**config.mk**
```make
export PLATFORM = sky130hd
export DESIGN_NAME = fcba_ctrl
export DESIGN_NICKNAME = d
export VERILOG_FILES = /design/src/design/fcba_pkg.sv /design/src/design/fcba_ctrl.sv
export SDC_FILE = /design/constraint.sdc
export NUM_CORES = 1
export LEC_CHECK = 0
export ABC_CLOCK_PERIOD_IN_PS = 2050
export BUFFER_PORTS_ARGS = -buffer_cell sky130_fd_sc_hd__buf_2
export CAP_MARGIN = 10
export CELL_PAD_IN_SITES_DETAIL_PLACEMENT = 2
export CELL_PAD_IN_SITES_GLOBAL_PLACEMENT = 2
export CORE_MARGIN = 8
export CORE_UTILIZATION = 26
export CTS_BUF_LIST = sky130_fd_sc_hd__clkbuf_4
export DETAILED_ROUTE_END_ITERATION = 10
export PLACE_DENSITY_LB_ADDON = 0.1
export SYNTH_ARGS = -nofsm -noshare
export SYNTH_HDL_FRONTEND = slang
export SYNTH_SLANG_ARGS = --single-unit
```
**constraint.sdc**
```tcl
create_clock -name aclk -period 2.05 [get_ports aclk]
set_clock_uncertainty 0.1 [all_clocks]
set_input_delay 0.1025 -clock aclk [delete_from_list [all_inputs] [get_ports aclk]]
set_output_delay 0.1025 -clock aclk [all_outputs]
set_load 0.1 [all_outputs]
```
**src/design/fcba_pkg.sv**
```systemverilog
package fcba_pkg;

    localparam int MAX_BLOCKS_DEF  = 4096;
    localparam int BLOCK_BYTES_DEF = 512;
    localparam int MIN_BLOCKS      = 4;
    localparam int ENTRY_BYTES     = 4;
    localparam int META_BYTES      = 8;
    localparam int SIZE_WORD_OFF   = 4;

    localparam int CFG_W = 13;
    localparam logic [CFG_W-1:0] TOTAL_BLOCKS_RST = 13'd4096;

    // input opcodes
    localparam logic [1:0] OP_FORMAT = 2'd0;
    localparam logic [1:0] OP_BYTE   = 2'd1;
    localparam logic [1:0] OP_END    = 2'd2;
    localparam logic [1:0] OP_READ   = 2'd3;

    // result kinds
    localparam logic [2:0] K_DATA  = 3'd0;
    localparam logic [2:0] K_META  = 3'd1;
    localparam logic [2:0] K_START = 3'd2;
    localparam logic [2:0] K_ROOT  = 3'd3;
    localparam logic [2:0] K_READ  = 3'd4;
    localparam logic [2:0] K_FULL  = 3'd5;

    // result select from the controller
    localparam logic [2:0] RES_DATA  = 3'd0;
    localparam logic [2:0] RES_META  = 3'd1;
    localparam logic [2:0] RES_SIZE  = 3'd2;
    localparam logic [2:0] RES_START = 3'd3;
    localparam logic [2:0] RES_ROOT  = 3'd4;
    localparam logic [2:0] RES_READ  = 3'd5;
    localparam logic [2:0] RES_FULL  = 3'd6;

    typedef struct packed {
        logic [1:0]  opcode;
        logic [7:0]  data_byte;
        logic [11:0] entry_index;
    } in_item_t;

    typedef struct packed {
        logic [2:0]  kind;
        logic [11:0] block_number;
        logic [8:0]  byte_offset;
        logic [20:0] value;
        logic        last;
    } out_item_t;

    typedef struct packed {
        logic       accept;
        logic       direct;
        logic       fmt_latch;
        logic       sweep;
        logic       sweep_fmt;
        logic       fmt_finish;
        logic       rd_en;
        logic       rd_pop;
        logic       pop_commit;
        logic       link;
        logic       emit;
        logic [2:0] res_sel;
        logic       step_byte;
        logic       close_file;
    } dp_cmd_t;

    typedef struct packed {
        logic [1:0] in_op;
        logic [1:0] op;
        logic       need_pop;
        logic       list_empty;
        logic       file_open;
        logic       out_free;
        logic       sweep_last;
    } dp_sts_t;

endpackage

```
**src/design/fcba_ctrl.sv**
```systemverilog
module fcba_ctrl (
    input  logic                aclk,
    input  logic                aresetn,
    input  logic                s_valid,
    output logic                s_ready,
    output fcba_pkg::dp_cmd_t   cmd,
    input  fcba_pkg::dp_sts_t   sts
);
    import fcba_pkg::*;

    localparam logic [3:0] ST_CLEAR = 4'd0;
    localparam logic [3:0] ST_IDLE  = 4'd1;
    localparam logic [3:0] ST_FMT   = 4'd2;
    localparam logic [3:0] ST_ROOT  = 4'd3;
    localparam logic [3:0] ST_RD    = 4'd4;
    localparam logic [3:0] ST_RDOUT = 4'd5;
    localparam logic [3:0] ST_POP   = 4'd6;
    localparam logic [3:0] ST_POPW  = 4'd7;
    localparam logic [3:0] ST_LINK  = 4'd8;
    localparam logic [3:0] ST_META  = 4'd9;
    localparam logic [3:0] ST_BODY  = 4'd10;
    localparam logic [3:0] ST_START = 4'd11;
    localparam logic [3:0] ST_FULL  = 4'd12;

    logic [3:0] state_reg, state_next;

    assign s_ready = (state_reg == ST_IDLE);

    always_comb begin
        cmd        = '0;
        state_next = state_reg;
        case (state_reg)
            ST_CLEAR: begin
                cmd.sweep = 1'b1;
                if (sts.sweep_last) begin
                    state_next = ST_IDLE;
                end
            end
            ST_IDLE: begin
                if (s_valid) begin
                    cmd.accept = 1'b1;
                    case (sts.in_op)
                        OP_FORMAT: begin
                            cmd.fmt_latch = 1'b1;
                            state_next    = ST_FMT;
                        end
                        OP_READ: begin
                            state_next = ST_RD;
                        end
                        default: begin
                            if (sts.need_pop && sts.list_empty) begin
                                state_next = ST_FULL;
                            end else if (sts.need_pop) begin
                                state_next = ST_POP;
                            end else if (sts.in_op == OP_BYTE && sts.out_free) begin
                                // plain byte inside the current block goes out at once
                                cmd.emit      = 1'b1;
                                cmd.res_sel   = RES_DATA;
                                cmd.direct    = 1'b1;
                                cmd.step_byte = 1'b1;
                            end else begin
                                state_next = ST_BODY;
                            end
                        end
                    endcase
                end
            end
            ST_FMT: begin
                cmd.sweep     = 1'b1;
                cmd.sweep_fmt = 1'b1;
                if (sts.sweep_last) begin
                    cmd.fmt_finish = 1'b1;
                    state_next     = ST_ROOT;
                end
            end
            ST_ROOT: begin
                if (sts.out_free) begin
                    cmd.emit    = 1'b1;
                    cmd.res_sel = RES_ROOT;
                    state_next  = ST_IDLE;
                end
            end
            ST_RD: begin
                cmd.rd_en  = 1'b1;
                state_next = ST_RDOUT;
            end
            ST_RDOUT: begin
                if (sts.out_free) begin
                    cmd.emit    = 1'b1;
                    cmd.res_sel = RES_READ;
                    state_next  = ST_IDLE;
                end
            end
            ST_POP: begin
                cmd.rd_en  = 1'b1;
                cmd.rd_pop = 1'b1;
                state_next = ST_POPW;
            end
            ST_POPW: begin
                cmd.pop_commit = 1'b1;
                state_next     = sts.file_open ? ST_LINK : ST_META;
            end
            ST_LINK: begin
                cmd.link   = 1'b1;
                state_next = ST_BODY;
            end
            ST_META: begin
                if (sts.out_free) begin
                    cmd.emit    = 1'b1;
                    cmd.res_sel = RES_META;
                    state_next  = ST_BODY;
                end
            end
            ST_BODY: begin
                if (sts.out_free) begin
                    cmd.emit = 1'b1;
                    if (sts.op == OP_BYTE) begin
                        cmd.res_sel   = RES_DATA;
                        cmd.step_byte = 1'b1;
                        state_next    = ST_IDLE;
                    end else begin
                        cmd.res_sel = RES_SIZE;
                        state_next  = ST_START;
                    end
                end
            end
            ST_START: begin
                if (sts.out_free) begin
                    cmd.emit       = 1'b1;
                    cmd.res_sel    = RES_START;
                    cmd.close_file = 1'b1;
                    state_next     = ST_IDLE;
                end
            end
            ST_FULL: begin
                if (sts.out_free) begin
                    cmd.emit    = 1'b1;
                    cmd.res_sel = RES_FULL;
                    state_next  = ST_IDLE;
                end
            end
            default: begin
                state_next = ST_IDLE;
            end
        endcase
    end

    always_ff @(posedge aclk) begin
        if (!aresetn) begin
            state_reg <= ST_CLEAR;
        end else begin
            state_reg <= state_next;
        end
    end

endmodule

```
; ---- Yosys cells after proc, flatten, opt, wreduce, memory -nomap -nowiden
; Index checks and enable logic that the tools add are counted.
[word_totals]
regBits = 4
inputBits = 12
output_inout_bits = 17
wordCells = 76
[classes]
n_eq_ne = 22
n_mux = 44
n_reduce_logical = 9
[ops]
columns = cell, n
row1 = $mux 4, 15
row2 = $pmux 4 s10, 1
row3 = $mux 5, 6
row4 = $pmux 4 s7, 1
row5 = $eq 4x4->1 const B, 5
row6 = $eq 4x3->1 const B, 4
row7 = $mux 1, 15
row8 = $ne 2x2->1 const B, 5
row9 = $eq 4x2->1 const B, 2
row10 = $pmux 4 s2, 1
row11 = $reduce_and 7->1, 1
row12 = $mux 3, 2
row13 = $ne 6x4->1 const B, 1
row14 = $reduce_or 2->1, 3
row15 = $eq 2x1->1 const B, 2
row16 = $eq 4x1->1 const B, 1
row17 = $logic_not 4->1, 1
row18 = $mux 2, 2
row19 = $reduce_or 4->1, 1
row20 = $eq 2x2->1 const B, 1
row21 = $logic_and 1x1->1, 2
row22 = $logic_not 2->1, 1
row23 = $ne 2x1->1 const B, 1
row24 = $pmux 1 s2, 1

; ---- Logic depth before layout (Yosys ltp)
[logic_depth]
ltp_word = 8
mapped_depth = 7
ltp_nobuf = 7

; ---- Least setup slack after synthesis
; Ideal clock, no wire load.
[synth_path]
kind = flip-flop to flip-flop
start = register state_reg[3]
end = register state_reg[2]
setup_ns = 0.079
arrival_time_ns = 3.165
required_time_ns = 1.871
path_slack_ns = -1.293
path_stages_with_launch = 6
path_buffers = 2
synth_period_minus_slack_ns = 3.343
cell_sequence = dfxtp_1 buf_6 buf_2 nor3_1 o21ai_0 mux2i_1
[synth_between]
elab_chain_len = 4
word_cells_on_any_way = 23
[synth_lines]
columns = element, line
row1 = start: declaration, fcba_ctrl.sv:25  ; logic [3:0] state_reg, state_next;
row2 = start signal: assignment, fcba_ctrl.sv:152  ; state_reg <= state_next;
row3 = "$eq 4x4->1, or another cell as far along", fcba_ctrl.sv:32  ; case (state_reg)
row4 = $reduce_or 4->1 (no source line), --
row5 = $ne 2x1->1 (no source line), --
row6 = $reduce_and 7->1 (no source line), --
; Several ways; a longest one is shown, not always the timed one.
; A chain may end at the register's enable or synchronous reset.

==> impl_metrics.csv <==
group,metric,value,unit
floorplanning,rows,18,
clock_network,clockRootBuffer,"clkbuf_4",
detailed_routing,vias_per_cell,5.08,
grt,grt_usage,12.0,%
setup_path,path_max_fanout,7,
grt,grt_pass1_vias,849,
detailed_routing,vias,752,
clock_network,h-tree-depth,1,
timing,setup_tns,0,ns
timing,rsz0062_at_grt,"no",
setup_path,cp-start-kind,"register",
power_and_ir_drop,p_per_area,1210,nW/µm²
clock_network,cts_resized,2,
hold_path,hold_path_class,"in -> reg",
layout,layout.nets,135,
setup_path,critPathMaxStageDelay,0.37,ns
timing,post-route-period-util,93.9,%
clock_network,clk_latency,0.24,ns
detailed_routing,avgRoutedWirePerCell,16.1,µm
clock_network,clkTransAtPathRegs,0.04,ns
logic_synthesis,syn_inst,88,
status,status,"complete, no violations",
grt,grt_pass1_wl,4.13,mm
layout,post-route-util,41.8,%
detailed_routing,first_iter_violations,8,
setup_path,arrival,1.72,ns
layout,largest_reg_flops,4,
setup_path,slowest_stage,"dfxtp_2",
timing,period_needed,1.93,ns
logic_synthesis,yosysUniqueCellTypes,31,
power_and_ir_drop,power.leakage,0.466,nW
setup_path,worstReg2RegEnd,"state_reg[0]$_SDFFE_PN0P_",
setup_path,crit-reg2reg-launch,"state_reg[0]$_SDFFE_PN0P_",
floorplanning,die_area,4290,µm²
power_and_ir_drop,ir_drop,0.713,mV
logic_synthesis,ys_seq_elements,4,
setup_path,crit_chain,"buf_4 > nor3_4 > nand2_2 > or2_4 > o41ai_4 > buf_12",
floorplanning,die_h,65.5,µm
clock_network,post_cts_buffers,0,
detailed_routing,drc,0,
floorplanning,io_pins,29,
layout,diodes,0,
logic_synthesis,synth.top_cell.area_share,12.6,%
detailed_routing,drt_wl_total,2.38,mm
setup_path,worstSetupPathType,"reg -> out",
setup_path,worstSetupEndpoint,"cmd[1]",
grt,antenna_found_initial,0,
logic_synthesis,syn-cell-area,637,µm²
logic_synthesis,yosysWarningCount,0,
logic_synthesis,synth_top_area_cell,"dfxtp_1",
timing,slew_headroom,67.2,%
timing,finalSetupViolations,0,
placement,dp_cells,145,
clock_network,clock_sinks,4,
clock_network,tritoncts,"yes",
placement,dp_hpwl,2.01,mm
placement,gp_congestion,0.771,
timing,hold_viol,0,
clock_network,cts-hold-fix-buffers,0,
setup_path,cp-startpoint,"state_reg[1]$_SDFFE_PN0P_",
detailed_routing,ant_nets,0,
timing,tightest_slew,0.496,ns
placement,post-place-ws,0.229,ns
layout,final_layout_size_suffix_gt1_share,52.5,%
floorplanning,die_w,65.5,µm
setup_path,cp-end-kind,"output pin",
setup_path,rr_worst_depth,6,
timing,fin_ws,0.125,ns
setup_path,timing.reg2reg.setup_slack,0.41,ns
floorplanning,coreArea,2390,µm²
logic_synthesis,avgSynthCellArea,7.24,µm²
logic_synthesis,syn_nets,103,
power_and_ir_drop,p_total,1.20,mW
logic_synthesis,synth_area_leaders,"dfxtp_1 13%, nand2_1 6.5%, mux2i_1 6.3%",
job,cap_violations,0,
clock_network,cts_buffers,3,
floorplanning,initial_core_util,26.7,%
timing,slew_viol_final,0,
logic_synthesis,ys_seq_area_share,12.6,%
grt,overflow,0,
placement,io_buffers,28,
setup_path,crit_required,1.85,ns
layout,fin_cells,148,
timing,fmax,519,MHz
clock_network,clockBufferDepth,2,
detailed_routing,drtPass1Iterations,3,
grt,grt_max_degree,13,
layout,area_delta_synth_final,56.6,%
==> Yosys cell counts, drive strengths merged <==
cell type / instances
o311ai: 2
dfxtp: 4
a31oi: 1
o41ai: 1
nand3: 1
o31ai: 1
a2111oi: 1
buf: 6
nand4b: 1
o221ai: 1
mux2i: 4
or2: 1
nor4: 2
o21ai: 9
and3: 5
ha: 3
nand2b: 2
inv: 9
a21oi: 7
nand2: 11
nor3: 6
xnor2: 1
nor3b: 2
nor2: 7
==> logic make-up (layout without fill, tap and decap cells) <==
logic type,after synthesis,count (layout),share of synthesized area (%)
simple gates,38,38,35.6
buf+inv,15,45,13.0
fa+ha+maj,3,3,5.89
mux,4,4,6.29
flops,4,4,12.6
xor+xnor,1,1,1.38
compound gates,23,23,25.3
==> cell type report <==
class                           instances  area (µm²)
Timing Repair Buffer                   33         283
Multi-Input combinational cell         69         528
Fill cell                             292        1390
Tap cell                               30        37.5
Clock buffer                            3        22.5
Sequential cell                         4        85.1
Inverter                                9        41.3
==> power by group <==
part	leakage, nW	internal, mW	switching (mW)
logic	0.417	0.252	0.673
clock network	0.0138	0.0656	0.0341
registers	0.0344	0.107	0.0734
==> worst min path at each step <==
stage            start                   endpoint  slack [ns]  cells after the start
2_1_floorplan  aresetn  state_reg[3]$_SDFFE_PN0P_        0.15                      2
3_5_place_dp   aresetn  state_reg[3]$_SDFFE_PN0P_        0.33                      3
5_1_grt        aresetn  state_reg[3]$_SDFFE_PN0P_        0.08                      3
3_3_place_gp   aresetn  state_reg[3]$_SDFFE_PN0P_        0.32                      3
6_report       aresetn  state_reg[0]$_SDFFE_PN0P_        0.08                      3
4_1_cts        aresetn  state_reg[0]$_SDFFE_PN0P_        0.07                      3
==> cells in the final DEF (no fill, tap or decap), drive strengths merged <==
| cell type | n |
|---|---|
| a31oi | 1 |
| o221ai | 1 |
| and3 | 5 |
| inv | 7 |
| nand2b | 2 |
| nand2 | 11 |
| nor3 | 6 |
| nor3b | 2 |
| nand4b | 1 |
| nand3 | 1 |
| o311ai | 2 |
| xnor2 | 1 |
| buf | 33 |
| a2111oi | 1 |
| mux2i | 4 |
| o41ai | 1 |
| nor4 | 2 |
| ha | 3 |
| o21ai | 9 |
| clkinvlp | 2 |
| o31ai | 1 |
| or2 | 1 |
| clkbuf | 3 |
| a21oi | 7 |
| dfxtp | 4 |
| nor2 | 7 |
==> stage by stage <==
step                hold WS (ns)  instance area, µm²
finish                    0.0819                 997
CTS                       0.0700                 996
global placement           0.315                 971
floorplan                  0.146                 699
detailed placement         0.329                 971
global route              0.0800                 997
==> worst max-delay path: cells and delay by family, from the launching register on <==
family / cells / cell delay [ns]
and+or+nand+nor: 3 / 0.64
buffers and inverters: 2 / 0.40
DFF: 1 / 0.37
AOI/OAI and AO/OA: 1 / 0.07
==> routing by layer <==
metal  part of all wire, %  global-route usage [%]
met5                     0                       0
met4                  0.59                    4.09
met3                   3.5                    2.72
met2                    50                    19.9
met1                    46                    14.8
(Power assumes the default switching activity.)
